## src/hw/rtl/kcl_pkg.sv

```systemverilog
// Shared types and constants for the keypad code lock.
// No dependencies; imported by kcl_core, kcl_skid and keypad_code_lock_unit.
`default_nettype none

package kcl_pkg;

  localparam int CODE_LEN = 4;
  localparam int IDX_W    = (CODE_LEN > 1) ? $clog2(CODE_LEN) : 1;
  localparam int CNT_W    = $clog2(CODE_LEN + 1);

  localparam int KEY_W   = 8;
  localparam int PHASE_W = 3;
  localparam int DIGIT_W = 3;
  localparam int TRIES_W = 3;
  localparam int SEC_W   = 6;
  localparam int EVENT_W = 4;
  localparam int CFG_W   = 6;

  localparam logic [TRIES_W-1:0] MAX_ATT_RST  = 3'd5;
  localparam logic [SEC_W-1:0]   LOCK_SEC_RST = 6'd20;
  localparam logic [KEY_W-1:0]   KEY_YES      = 8'h31;  // '1'

  typedef enum logic {
    CFG_MAX_ATTEMPTS = 1'b0,
    CFG_LOCKOUT_SEC  = 1'b1
  } cfg_idx_e;

  typedef enum logic [PHASE_W-1:0] {
    PH_SET    = 3'd0,
    PH_ENTRY  = 3'd1,
    PH_LOCK   = 3'd2,
    PH_PROMPT = 3'd3,
    PH_OPEN   = 3'd4
  } phase_e;

  typedef enum logic [EVENT_W-1:0] {
    EV_NONE     = 4'd0,
    EV_KEY      = 4'd1,
    EV_STORED   = 4'd2,
    EV_WRONG    = 4'd3,
    EV_OPENED   = 4'd4,
    EV_LOCKOUT  = 4'd5,
    EV_PROMPT   = 4'd6,
    EV_RESET_Y  = 4'd7,
    EV_RESET_N  = 4'd8
  } event_e;

  typedef struct packed {
    phase_e             phase;
    logic [DIGIT_W-1:0] digits;
    logic [TRIES_W-1:0] tries;
    logic [SEC_W-1:0]   seconds;
    event_e             ev;
    logic               lamp_waiting;
    logic               lamp_lockout;
    logic               lamp_open;
  } result_t;

endpackage

`default_nettype wire

```

## src/hw/rtl/kcl_core.sv

```systemverilog
// Lock state machine: phase, code stores, digit count, attempts, countdown.
// Depends on kcl_pkg. Produces one result_t per accepted beat.
`default_nettype none

module kcl_core
  import kcl_pkg::*;
(
  input  wire logic               clk_i,
  input  wire logic               rst_ni,
  input  wire logic               accept_i,
  input  wire logic               mode_i,
  input  wire logic [KEY_W-1:0]   key_i,
  input  wire logic [TRIES_W-1:0] max_attempts_i,
  input  wire logic [SEC_W-1:0]   lockout_sec_i,
  output result_t                 result_o
);

  phase_e                         phase_q, phase_d;
  logic                           present_q, present_d;
  logic [CNT_W-1:0]               digit_q, digit_d;
  logic [TRIES_W-1:0]             tries_q, tries_d;
  logic [SEC_W-1:0]               count_q, count_d;
  logic [CODE_LEN-1:0][KEY_W-1:0] stored_q, stored_d;
  logic [CODE_LEN-1:0][KEY_W-1:0] entered_q, entered_d;

  logic [IDX_W-1:0] idx;
  logic             last_key;
  logic             match;
  event_e           ev;

  always_ff @(posedge clk_i or negedge rst_ni) begin
    if (!rst_ni) begin
      phase_q   <= PH_SET;
      present_q <= 1'b0;
      digit_q   <= '0;
      tries_q   <= MAX_ATT_RST;
      count_q   <= '0;
    end else if (accept_i) begin
      phase_q   <= phase_d;
      present_q <= present_d;
      digit_q   <= digit_d;
      tries_q   <= tries_d;
      count_q   <= count_d;
    end
  end

  // code stores are only compared once fully written
  always_ff @(posedge clk_i) begin
    if (accept_i) begin
      stored_q  <= stored_d;
      entered_q <= entered_d;
    end
  end

  always_comb begin
    idx      = (digit_q >= CNT_W'(CODE_LEN)) ? '0 : IDX_W'(digit_q);
    last_key = (idx == IDX_W'(CODE_LEN - 1));

    phase_d   = phase_q;
    present_d = present_q;
    digit_d   = digit_q;
    tries_d   = tries_q;
    count_d   = count_q;
    stored_d  = stored_q;
    entered_d = entered_q;
    ev        = EV_NONE;

    entered_d[idx] = key_i;
    if (phase_q != PH_ENTRY || mode_i) begin
      entered_d = entered_q;
    end
    match = present_q && (stored_q == entered_d);

    if (mode_i) begin
      if (phase_q == PH_LOCK) begin
        if (count_q <= SEC_W'(1)) begin
          count_d = '0;
          phase_d = PH_PROMPT;
          ev      = EV_PROMPT;
        end else begin
          count_d = count_q - SEC_W'(1);
        end
      end
    end else begin
      case (phase_q)
        PH_SET: begin
          stored_d[idx] = key_i;
          if (!last_key) begin
            digit_d = CNT_W'(idx) + CNT_W'(1);
            ev      = EV_KEY;
          end else begin
            digit_d   = '0;
            present_d = 1'b1;
            tries_d   = max_attempts_i;
            phase_d   = PH_ENTRY;
            ev        = EV_STORED;
          end
        end
        PH_ENTRY: begin
          if (!last_key) begin
            digit_d = CNT_W'(idx) + CNT_W'(1);
            ev      = EV_KEY;
          end else begin
            digit_d = '0;
            if (match) begin
              phase_d = PH_OPEN;
              ev      = EV_OPENED;
            end else if (tries_q <= TRIES_W'(1)) begin
              tries_d = '0;
              count_d = lockout_sec_i;
              phase_d = PH_LOCK;
              ev      = EV_LOCKOUT;
            end else begin
              tries_d = tries_q - TRIES_W'(1);
              ev      = EV_WRONG;
            end
          end
        end
        PH_PROMPT: begin
          digit_d = '0;
          if (key_i == KEY_YES) begin
            present_d = 1'b0;
            tries_d   = max_attempts_i;
            phase_d   = PH_SET;
            ev        = EV_RESET_Y;
          end else begin
            tries_d = TRIES_W'(1);
            phase_d = PH_ENTRY;
            ev      = EV_RESET_N;
          end
        end
        default: begin
          ev = EV_NONE;
        end
      endcase
    end

    result_o.phase        = phase_d;
    result_o.digits       = DIGIT_W'(digit_d);
    result_o.tries        = tries_d;
    result_o.seconds      = count_d;
    result_o.ev           = ev;
    result_o.lamp_waiting = (phase_d == PH_ENTRY);
    result_o.lamp_lockout = (phase_d == PH_LOCK);
    result_o.lamp_open    = (phase_d == PH_OPEN);
  end

  // open is final
  a_open_sticks: assert property (@(posedge clk_i) disable iff (!rst_ni)
    phase_q == PH_OPEN |=> phase_q == PH_OPEN)
    else $error("lock left open phase");

  a_lock_no_tries: assert property (@(posedge clk_i) disable iff (!rst_ni)
    phase_q == PH_LOCK |-> tries_q == '0)
    else $error("lockout with attempts remaining");

  a_digit_range: assert property (@(posedge clk_i) disable iff (!rst_ni)
    digit_q < CNT_W'(CODE_LEN))
    else $error("digit count out of range");

  a_set_no_code: assert property (@(posedge clk_i) disable iff (!rst_ni)
    phase_q == PH_SET |-> !present_q)
    else $error("code present while setting code");

endmodule

`default_nettype wire

```

## src/hw/rtl/kcl_skid.sv

```systemverilog
// Two-slot output buffer: output register plus skid slot for result beats.
// Depends on kcl_pkg for result_t. Upstream stall is registered.
`default_nettype none

module kcl_skid
  import kcl_pkg::*;
(
  input  wire logic clk_i,
  input  wire logic rst_ni,
  input  wire logic push_i,
  input  result_t   data_i,
  output logic      full_o,
  output logic      valid_o,
  input  wire logic stall_i,
  output result_t   data_o
);

  logic    out_valid_q, skid_valid_q;
  result_t out_q, skid_q;
  logic    out_free;

  assign out_free = !out_valid_q || !stall_i;

  always_ff @(posedge clk_i or negedge rst_ni) begin
    if (!rst_ni) begin
      out_valid_q  <= 1'b0;
      skid_valid_q <= 1'b0;
    end else if (out_free) begin
      out_valid_q  <= skid_valid_q || push_i;
      skid_valid_q <= 1'b0;
    end else if (push_i) begin
      skid_valid_q <= 1'b1;
    end
  end

  always_ff @(posedge clk_i) begin
    if (out_free) begin
      out_q <= skid_valid_q ? skid_q : data_i;
    end else if (push_i) begin
      skid_q <= data_i;
    end
  end

  assign full_o  = skid_valid_q;
  assign valid_o = out_valid_q;
  assign data_o  = out_q;

  a_skid_behind_out: assert property (@(posedge clk_i) disable iff (!rst_ni)
    skid_valid_q |-> out_valid_q)
    else $error("skid slot filled ahead of output register");

  a_no_push_full: assert property (@(posedge clk_i) disable iff (!rst_ni)
    skid_valid_q |-> !push_i)
    else $error("beat pushed into full buffer");

endmodule

`default_nettype wire

```

## src/hw/rtl/keypad_code_lock_unit.sv

```systemverilog
// Top level of the keypad code lock: config registers, lock core, output buffer.
// Depends on kcl_pkg, kcl_core and kcl_skid.
`default_nettype none

// Usage:
//   Input channel (in_valid_i / in_stall_o) carries one beat per key press
//   (mode_i = 0, key_i = character) or one-second tick (mode_i = 1).
//   Output channel (out_valid_o / out_stall_i) returns exactly one result
//   beat per input beat: phase, digit count, tries left, seconds left,
//   event code and the three lamps, all as they stand after that beat.
//   Results are registered: an accepted beat goes to the result register, or to
//   the skid slot while the receiver stalls. Throughput is one beat per cycle
//   while in_stall_o is low; the state update and the four-byte code compare
//   are one pass of logic. A two-slot output buffer (result register plus skid
//   slot) decouples the sides: while the receiver stalls, one more beat is still
//   taken, then in_stall_o rises (from a register) until the receiver takes a beat.
//   Config (cfg_we_i, cfg_idx_i, cfg_wdata_i): index 0 max_attempts (low 3
//   bits), index 1 lockout_seconds (low 6 bits); write only while idle.
//   Reset: setting-code phase, no code stored, attempts 5, lockout 20 s,
//   buffer empty.
module keypad_code_lock_unit
  import kcl_pkg::*;
(
  input  wire logic               clk_i,
  input  wire logic               rst_ni,
  input  wire logic               cfg_we_i,
  input  wire logic               cfg_idx_i,
  input  wire logic [CFG_W-1:0]   cfg_wdata_i,
  input  wire logic               in_valid_i,
  output logic                    in_stall_o,
  input  wire logic               mode_i,
  input  wire logic [KEY_W-1:0]   key_i,
  output logic                    out_valid_o,
  input  wire logic               out_stall_i,
  output logic [PHASE_W-1:0]      phase_o,
  output logic [DIGIT_W-1:0]      digits_entered_o,
  output logic [TRIES_W-1:0]      tries_left_o,
  output logic [SEC_W-1:0]        seconds_left_o,
  output logic [EVENT_W-1:0]      event_res_o,
  output logic                    lamp_waiting_o,
  output logic                    lamp_lockout_o,
  output logic                    lamp_open_o
);

  logic [TRIES_W-1:0] max_att_q;
  logic [SEC_W-1:0]   lock_sec_q;
  logic               accept;
  logic               buf_full;
  result_t            core_res;
  result_t            out_res;

  always_ff @(posedge clk_i or negedge rst_ni) begin
    if (!rst_ni) begin
      max_att_q  <= MAX_ATT_RST;
      lock_sec_q <= LOCK_SEC_RST;
    end else if (cfg_we_i) begin
      case (cfg_idx_e'(cfg_idx_i))
        CFG_MAX_ATTEMPTS: max_att_q  <= cfg_wdata_i[TRIES_W-1:0];
        CFG_LOCKOUT_SEC:  lock_sec_q <= cfg_wdata_i[SEC_W-1:0];
        default: begin
          max_att_q <= max_att_q;
        end
      endcase
    end
  end

  // stall only when the skid slot is occupied
  assign in_stall_o = buf_full;
  assign accept     = in_valid_i && !buf_full;

  kcl_core u_core (
    .clk_i          (clk_i),
    .rst_ni         (rst_ni),
    .accept_i       (accept),
    .mode_i         (mode_i),
    .key_i          (key_i),
    .max_attempts_i (max_att_q),
    .lockout_sec_i  (lock_sec_q),
    .result_o       (core_res)
  );

  kcl_skid u_skid (
    .clk_i   (clk_i),
    .rst_ni  (rst_ni),
    .push_i  (accept),
    .data_i  (core_res),
    .full_o  (buf_full),
    .valid_o (out_valid_o),
    .stall_i (out_stall_i),
    .data_o  (out_res)
  );

  assign phase_o          = out_res.phase;
  assign digits_entered_o = out_res.digits;
  assign tries_left_o     = out_res.tries;
  assign seconds_left_o   = out_res.seconds;
  assign event_res_o      = out_res.ev;
  assign lamp_waiting_o   = out_res.lamp_waiting;
  assign lamp_lockout_o   = out_res.lamp_lockout;
  assign lamp_open_o      = out_res.lamp_open;

  a_lamps_onehot0: assert property (@(posedge clk_i) disable iff (!rst_ni)
    out_valid_o |-> $onehot0({lamp_waiting_o, lamp_lockout_o, lamp_open_o}))
    else $error("more than one lamp lit");

  a_accept_fills: assert property (@(posedge clk_i) disable iff (!rst_ni)
    accept |=> out_valid_o)
    else $error("accepted beat produced no result");

endmodule

`default_nettype wire

```

## config.mk

```make
export PLATFORM = sky130hd
export DESIGN_NAME = keypad_code_lock_unit
export DESIGN_NICKNAME = d
export VERILOG_FILES = /design/src/hw/rtl/kcl_pkg.sv /design/src/hw/rtl/kcl_core.sv /design/src/hw/rtl/kcl_skid.sv /design/src/hw/rtl/keypad_code_lock_unit.sv
export SDC_FILE = /design/constraint.sdc
export NUM_CORES = 1
export LEC_CHECK = 0
export ABC_AREA = 1
export BUFFER_PORTS_ARGS = -buffer_cell sky130_fd_sc_hd__buf_4
export CORE_MARGIN = 2
export CORE_UTILIZATION = 40
export CTS_CLUSTER_DIAMETER = 150
export CTS_CLUSTER_SIZE = 20
export DETAILED_ROUTE_END_ITERATION = 8
export GPL_ROUTABILITY_DRIVEN = 0
export PLACE_DENSITY = 0.57
export SYNTH_ARGS = -nofsm -noshare
export SYNTH_HDL_FRONTEND = slang
export SYNTH_SLANG_ARGS = --single-unit
```

## constraint.sdc

```tcl
create_clock -name clk_i -period 3.6 [get_ports clk_i]
set_input_delay 0.36 -clock clk_i [delete_from_list [all_inputs] [get_ports clk_i]]
set_output_delay 0.36 -clock clk_i [all_outputs]
set_load 0.02 [all_outputs]
```

==> results of run 1 <==
## power groups by stage
stage | sequential, uW | clock [uW] | combinational, uW
5_1_grt | 1830 | 1770 | 579
3_3_place_gp | 1850 | 0 | 503
2_1_floorplan | 1880 | 0 | 290
4_1_cts | 1820 | 1710 | 511
3_5_place_dp | 1850 | 0 | 509
6_report | 1820 | 1660 | 510
## metrics by stage
step | cells | total power, uW | utilization (%)
4_1_cts | 1189 | 4040 | 47.4
2_1_floorplan | 892 | 2170 | -
6_report | 1189 | 3990 | 47.4
5_1_grt | 1189 | 4170 | 47.4
3_3_place_gp | 1156 | 2350 | 44.2
3_5_place_dp | 1156 | 2360 | 44.2
## how the worst max path moves through the flow
stage	to	cells after the start	slack, ps
2_1_floorplan	u_skid.data_o[2]$_DFFE_PN_	23	830
3_3_place_gp	u_skid.data_o[10]$_DFFE_PN_	21	250
3_5_place_dp	u_skid.data_o[10]$_DFFE_PN_	19	160
4_1_cts	u_skid.data_o[10]$_DFFE_PN_	19	160
5_1_grt	u_skid.data_o[12]$_DFFE_PN_	19	10
6_report	u_skid.data_o[10]$_DFFE_PN_	19	380
## critical path, stage by stage, from the launching register on
cell and delay (ps):
dfrtp_1 410, nor2_1 270, ha_2 500, nand2_1 100, nand2_1 100, nand3_1 80
nand3_1 130, nand2_1 70, inv_1 40, nand2_1 50, nor2_1 180, nand3_1 120
nor2_2 160, a21oi_1 110, nand3_1 240, nand2_1 90, nand3_1 90, nand2_1 110
nand2_1 80, nand2_1 40
## cells in the final DEF, fill, tap and decap left out, types with 2 or more instances in the layout
cell,Yosys,routed
inv_1,136,136
dfstp_2,6,6
dfrtp_1,21,21
nand4_1,2,2
buf_4,0,61
ha_1,8,5
nand2_2,16,16
nor3_1,5,5
nand3b_1,5,5
o22ai_1,2,2
o21ai_0,49,49
clkinv_1,1,2
a21boi_0,4,4
o211ai_1,3,3
nand2_1,324,324
ha_2,0,3
bufinv_16,0,2
a31oi_1,2,2
xor2_1,4,4
edfxtp_1,108,108
clkbuf_16,0,17
xnor2_1,2,2
o21ai_1,3,3
nand3_1,69,69
o21bai_1,3,3
clkinv_4,0,3
nand2_4,2,2
clkinvlp_4,0,2
nor2_1,54,53
nor2_4,2,2
o21a_1,2,2
clkinv_2,0,6
nor2_2,3,4
a21oi_1,17,17
## area by class of cell
type	count	share of cell area (%)
multi-input cells	591	32.0
clock inverters	14	1.59
well taps	229	3.36
flip-flops and latches	135	46.1
inverters	139	6.18
clock buffers	18	5.04
repair buffers	63	5.73
## sequential cells by signal, indices dropped and copies added, names as in the netlist
signal and flops:
lock_sec_q 6, max_att_q 3, u_core.count_q 6, u_core.digit_q 3, u_core.entered_q 32, u_core.phase_q 3, u_core.present_q 1, u_core.stored_q 32
u_core.tries_q 3, u_skid.data_o 22, u_skid.full_o 1, u_skid.skid_q 22, u_skid.valid_o 1
## logic make-up after synthesis
kind of cell | Yosys count
and+or+nand+nor | 487
buffers and inverters | 166
DFF | 135
AOI/OAI and AO/OA | 90
adders and majority gates | 8
xor gates and xnor gates | 6
## metal layers
metal	track usage, %	vias up	share of wire, %
met3	3.51	23	3.8
li1	-	2967	-
met2	28.1	104	46
met1	24.8	2629	49
met4	6.54	0	1.4
met5	0	-	0
## timing repair
item                                    in CTS  in global routing
resized for setup                            0                  3
hold buffers                                 1                  0
endpoints found under the setup margin       0                 29
hold endpoints to repair                    21                  0
==> impl_results.md, run 1 <==
- Status: finished, final reports clean
- Vias in the first global route: 5419
- Total number of vias: 5723
- Tcrit/Tclk final: 89.4%
- Rel. slew slack: 40.7%
- Post-Synthesis Cells: 892
- Ant. Diodes: 0
- # setup viols final: 0
- Cell Area, Placed: 7940 sq um
- Setup crit start: u_core.digit_q[2]$_DFFE_PN0P_
- Die width: 140 um
- DR pass1 iterations: 5
- Hold path cells: 3
- Syn nets: 921
- Clk_lat worst skew: 420 ps
- Largest family of logic cells by synthesized area: simple AND/OR/NAND/NOR gates
- Clk network pwr share: 41.7%
- Layout cells sized above 1: 13.9%
- WL/cell: 14.0 um
- Synth area leaders: edfxtp_1 (44%), nand2_1 (17%), dfrtp_1 (7.2%)
- Synth cell count leaders: nand2_1 (324), inv_1 (136), edfxtp_1 (108), nand3_1 (69), nor2_1 (54)
- Setup WS pre-CTS: 159 ps
- Largest net degree at the start of global routing: 46
- Worst setup EP type: register
- Max_cap viols: 0
- Reg2reg start: u_core.digit_q[2]$_DFFE_PN0P_
- Hold WS: 143 ps
- Final period demand of the worst path: 3220 ps
- Core Region: 18000 sq um
- Clock input transition at the sequential cells of the worst setup and hold paths: 60 ps
- Hold crit path type: in -> reg
- Final Skew: 8.37 ps
- H-tree depth: 4
- Register Area: 3930 sq um
- Post-route ant nets: 0
- Synth Register Bits: 135
- XOR/XNOR Fraction of Synth Area: 0.715%
- GRT Util Overall: 17.9%
- Setup TNS: 0 ps
- Mux share of post-synthesis cell area: 0%
- Drt initial violations: 488
- Worst-path fanout max: 18
- Final wirelength: 16700 um
- # fillers: 1751
- Worst hold path endpoint: u_skid.valid_o$_DFFE_PN0N_
- Peak supply drop: 0.000335 V
- Layout area overhead: 16.0%
- Reg2reg path depth: 19
- Post-DP HPWL: 11700 um
- Initial antenna violation count: 0
- Postcts setup bufs: 0
- Worst path required time: 3780 ps
- Clock sink total: 135
- Post-route DRC violation count: 0
- Post-Synth Adder-Cell Area: 1.36%
- Mapped Area: 7350 sq um
- Net switching power: 1030 uW
- IO Port Bufs: 44
- Num ports: 45
- HP Start: in_valid_i
- Sequential area share after synthesis: 53.4%
- Multi-input logic area: 2730 sq um
- Total CTS buffers: 17
- Critical path startpoint category: register
- Fmax: 311 MHz
- Root Driver: clkbuf_16
- First-pass GRT wire length: 27500 um
- Core Rows: 49
- Synth Area in Compound Gates: 6.97%
- Static leakage: 0.00392 uW
- Final setup margin: 383 ps
- Cell accounting for the most synthesized area: edfxtp_1
- Combinational share of power: 12.8%
- Die area: 19500 sq um
- Ys async rst share: 20.0%
- Main synth FF type: edfxtp_1
- Clock Tree Buf Depth: 2
- Fin nets: 976
- Reg-to-reg critical path endpoint: u_skid.data_o[10]$_DFFE_PN_
- Synth cell types: 44
- Endpoints failing hold: 0
- Most frequent cell after synthesis: nand2_1
- RSZ-0062 raised after global routing: no
- Internal power: 2960 uW
- Reg2reg setup slack: 380 ps
- Synth warnings: 0
- Reg power frac: 45.6%
- Setup CP Type: reg -> reg
- DR vias/cell: 4.81
- WP data arrival: 3400 ps
- Post-synth EDFFs: 108
- Total congestion overflow: 0
- Sw Share: 25.8%
- Simple-gate portion of the synthesized area: 28.0%
- Design area: 8520 sq um
- CTS tree: built
- PwrDens: 468 nW/um^2
- Mean Syn Cell Area: 8.24 sq um
- Slew @ Worst Pin: 886 ps
- Die Ht: 140 um
- Post-synth top area share: 44.1%
- Initial Utilization: 40.9%
- Max Slew Vio Count: 0
Power figures use the tool's default switching activity.
==> run 2, diff against run 1 <==
CORE_MARGIN = not set   (was 2)
CTS_BUF_LIST = sky130_fd_sc_hd__clkbuf_8   (was not set)
SLEW_MARGIN = 20   (was not set)
==> run 2 against run 1 <==
  * First-iteration DRC count down 21%
  * Cell count unchanged
  * Critical path type unchanged
  * Clock power down 13%
  * Largest cell class unchanged
  * Global-route usage up 1.3 points
==> impl_results.md, run 2 (synthesis results as in run 1) <==
- Status: finished, final reports clean
- Ant. Diodes: 0
- Max Slew Vio Count: 0
- Post-route DRC violation count: 0
- Initial antenna violation count: 0
- Final wirelength: 16800 um
- Layout cells sized above 1: 13.9%
- Critical path startpoint category: register
- Drt initial violations: 384
- Worst-path fanout max: 18
- Die width: 138 um
- Clock sink total: 135
- Slew @ Worst Pin: 914 ps
- Die Ht: 138 um
- Largest net degree at the start of global routing: 46
- Setup TNS: 0 ps
- Worst path cell trace: nor2_1, inv_1, ha_2, o21ai_0, nand2_1, nand2_1, inv_1, nand2_1, nand2_1, nor2_1, nand2_1, nor2_4, nand3_2, nand2_2, nor2_1, o21ai_0, nand2_1, nand3_1, nand2_1
- PwrDens: 448 nW/um^2
- CTS tree: built
- Root Driver: clkbuf_8
- Reg power frac: 48.1%
- Final Skew: 14.8 ps
- Core Rows: 49
- Setup crit end: u_skid.data_o[15]$_DFFE_PN_
- Setup CP Type: reg -> reg
- Net switching power: 986 uW
- Total CTS buffers: 17
- Post-Route Utilization: 46.8%
- Reg2reg start: u_core.digit_q[2]$_DFFE_PN0P_
- Hold path cells: 3
- GRT Util Overall: 19.3%
- Slowest stage delay, CP: 410 ps
- Internal power: 2780 uW
- Fmax: 321 MHz
- WP data arrival: 3320 ps
- Final period demand of the worst path: 3110 ps
- Critical-path top delay cell: dfrtp_1
- Final setup margin: 488 ps
- Crit-path most repeated cell: nand2_1
- Top flop regs: u_core.entered_q: 32 flops, u_core.stored_q: 32 flops
- Reg2reg path depth: 19
- Initial Utilization: 40.9%
- WL/cell: 14.1 um
- Postcts setup bufs: 0
- Max_cap viols: 0
- Setup WS pre-CTS: 282 ps
- Combinational share of power: 13.4%
- Tcrit/Tclk final: 86.4%
- Sw Share: 26.2%
- Rel. slew slack: 38.9%
- H-tree depth: 4
- Endpoints failing hold: 0
- Vias in the first global route: 5365
- Most frequent cells in the layout: nand2_1 (324), inv_1 (138), edfxtp_1 (108), nand3_1 (69), buf_4 (61)
- Static leakage: 0.00388 uW
- Reg-to-reg critical path endpoint: u_skid.data_o[15]$_DFFE_PN_
- DR vias/cell: 4.80
- First-pass GRT wire length: 27400 um
- Most common cell after layout, fill and taps aside: nand2_1
- Clock Tree Buf Depth: 2
- Num ports: 45
- Clk_lat worst skew: 450 ps
- Post-DP HPWL: 11700 um
- Worst setup EP type: register
- Clock input transition at the sequential cells of the worst setup and hold paths: 80 ps
- RSZ-0062 raised after global routing: no
- Layout area overhead: 14.5%
- Post-route ant nets: 0
- Peak supply drop: 0.000212 V
- Die area: 18900 sq um
- Total number of vias: 5707
- Core Region: 18000 sq um
- Worst path required time: 3800 ps
- Fin nets: 976
- Reg2reg setup slack: 490 ps
- IO Port Bufs: 44
- Hold crit path type: in -> reg
- # setup viols final: 0
- DR pass1 iterations: 5
- Setup crit start: u_core.digit_q[2]$_DFFE_PN0P_
- Total congestion overflow: 0
- Clk network pwr share: 38.4%
==> run 2: final cells by class <==
cell class / instances / area [sq um]
fillers: 1762 / 9550
flip-flops and latches: 135 / 3930
multi-input cells: 591 / 2730
inverters: 139 / 527
repair buffers: 63 / 488
well taps: 229 / 287
clock buffers: 18 / 248
clock inverters: 14 / 209
==> run 2: worst min-delay path by stage <==
stage	endpoint	slack (ps)	from
after floorplan	lock_sec_q[0]$_DFFE_PN0P_	60	rst_ni
after global placement	u_core.count_q[5]$_DFFE_PN0P_	310	rst_ni
after detailed placement	u_core.count_q[5]$_DFFE_PN0P_	310	rst_ni
after CTS	u_skid.valid_o$_DFFE_PN0N_	110	in_valid_i
after global routing	u_core.stored_q[22]$_DFFE_PP_	110	key_i[6]
final	u_skid.valid_o$_DFFE_PN0N_	130	in_valid_i
==> run 2: power by group through the flow <==
stage | Sequential [uW] | Combinational, uW | Clock [uW]
6_report | 1820 | 507 | 1450
5_1_grt | 1820 | 581 | 1550
4_1_cts | 1820 | 509 | 1480
3_5_place_dp | 1850 | 507 | 0
3_3_place_gp | 1850 | 503 | 0
2_1_floorplan | 1880 | 290 | 0
==> run 2: layer usage <==
metal | wire length [um] | track usage (%) | part of all wire [%] | vias up
li1 | - | - | - | 2956
met1 | 8280 | 27.2 | 49 | 2638
met2 | 7620 | 29.6 | 45 | 100
met3 | 660 | 4.23 | 3.9 | 13
met4 | 197 | 5.25 | 1.2 | 0
met5 | 0 | 0 | 0 | -
==> run 2: per-stage QoR <==
step / std cells / total power (uW) / cell area (sq um) / hold WS (ps)
floorplan: 892 / 2170 / 7350 / 64.4
global placement: 1156 / 2350 / 7940 / 312
detailed placement: 1156 / 2360 / 7940 / 306
CTS: 1189 / 3810 / 8400 / 112
global route: 1189 / 3950 / 8410 / 109
finish: 1189 / 3770 / 8410 / 132
==> run 2: repair_timing <==
action	in CTS	in global routing
hold endpoints to repair	21	0
hold buffers	1	0
gates resized for setup	0	3
setup endpoints to repair	0	26
==> run 2: worst max-delay path, delay by kind of cell (launching register included) <==
family                     cells  cell delay [ps]
buffers and inverters          2              180
DFF                            1              410
and+or+nand+nor               14             1560
adders and majority gates      1              320
AOI/OAI and AO/OA              2              410
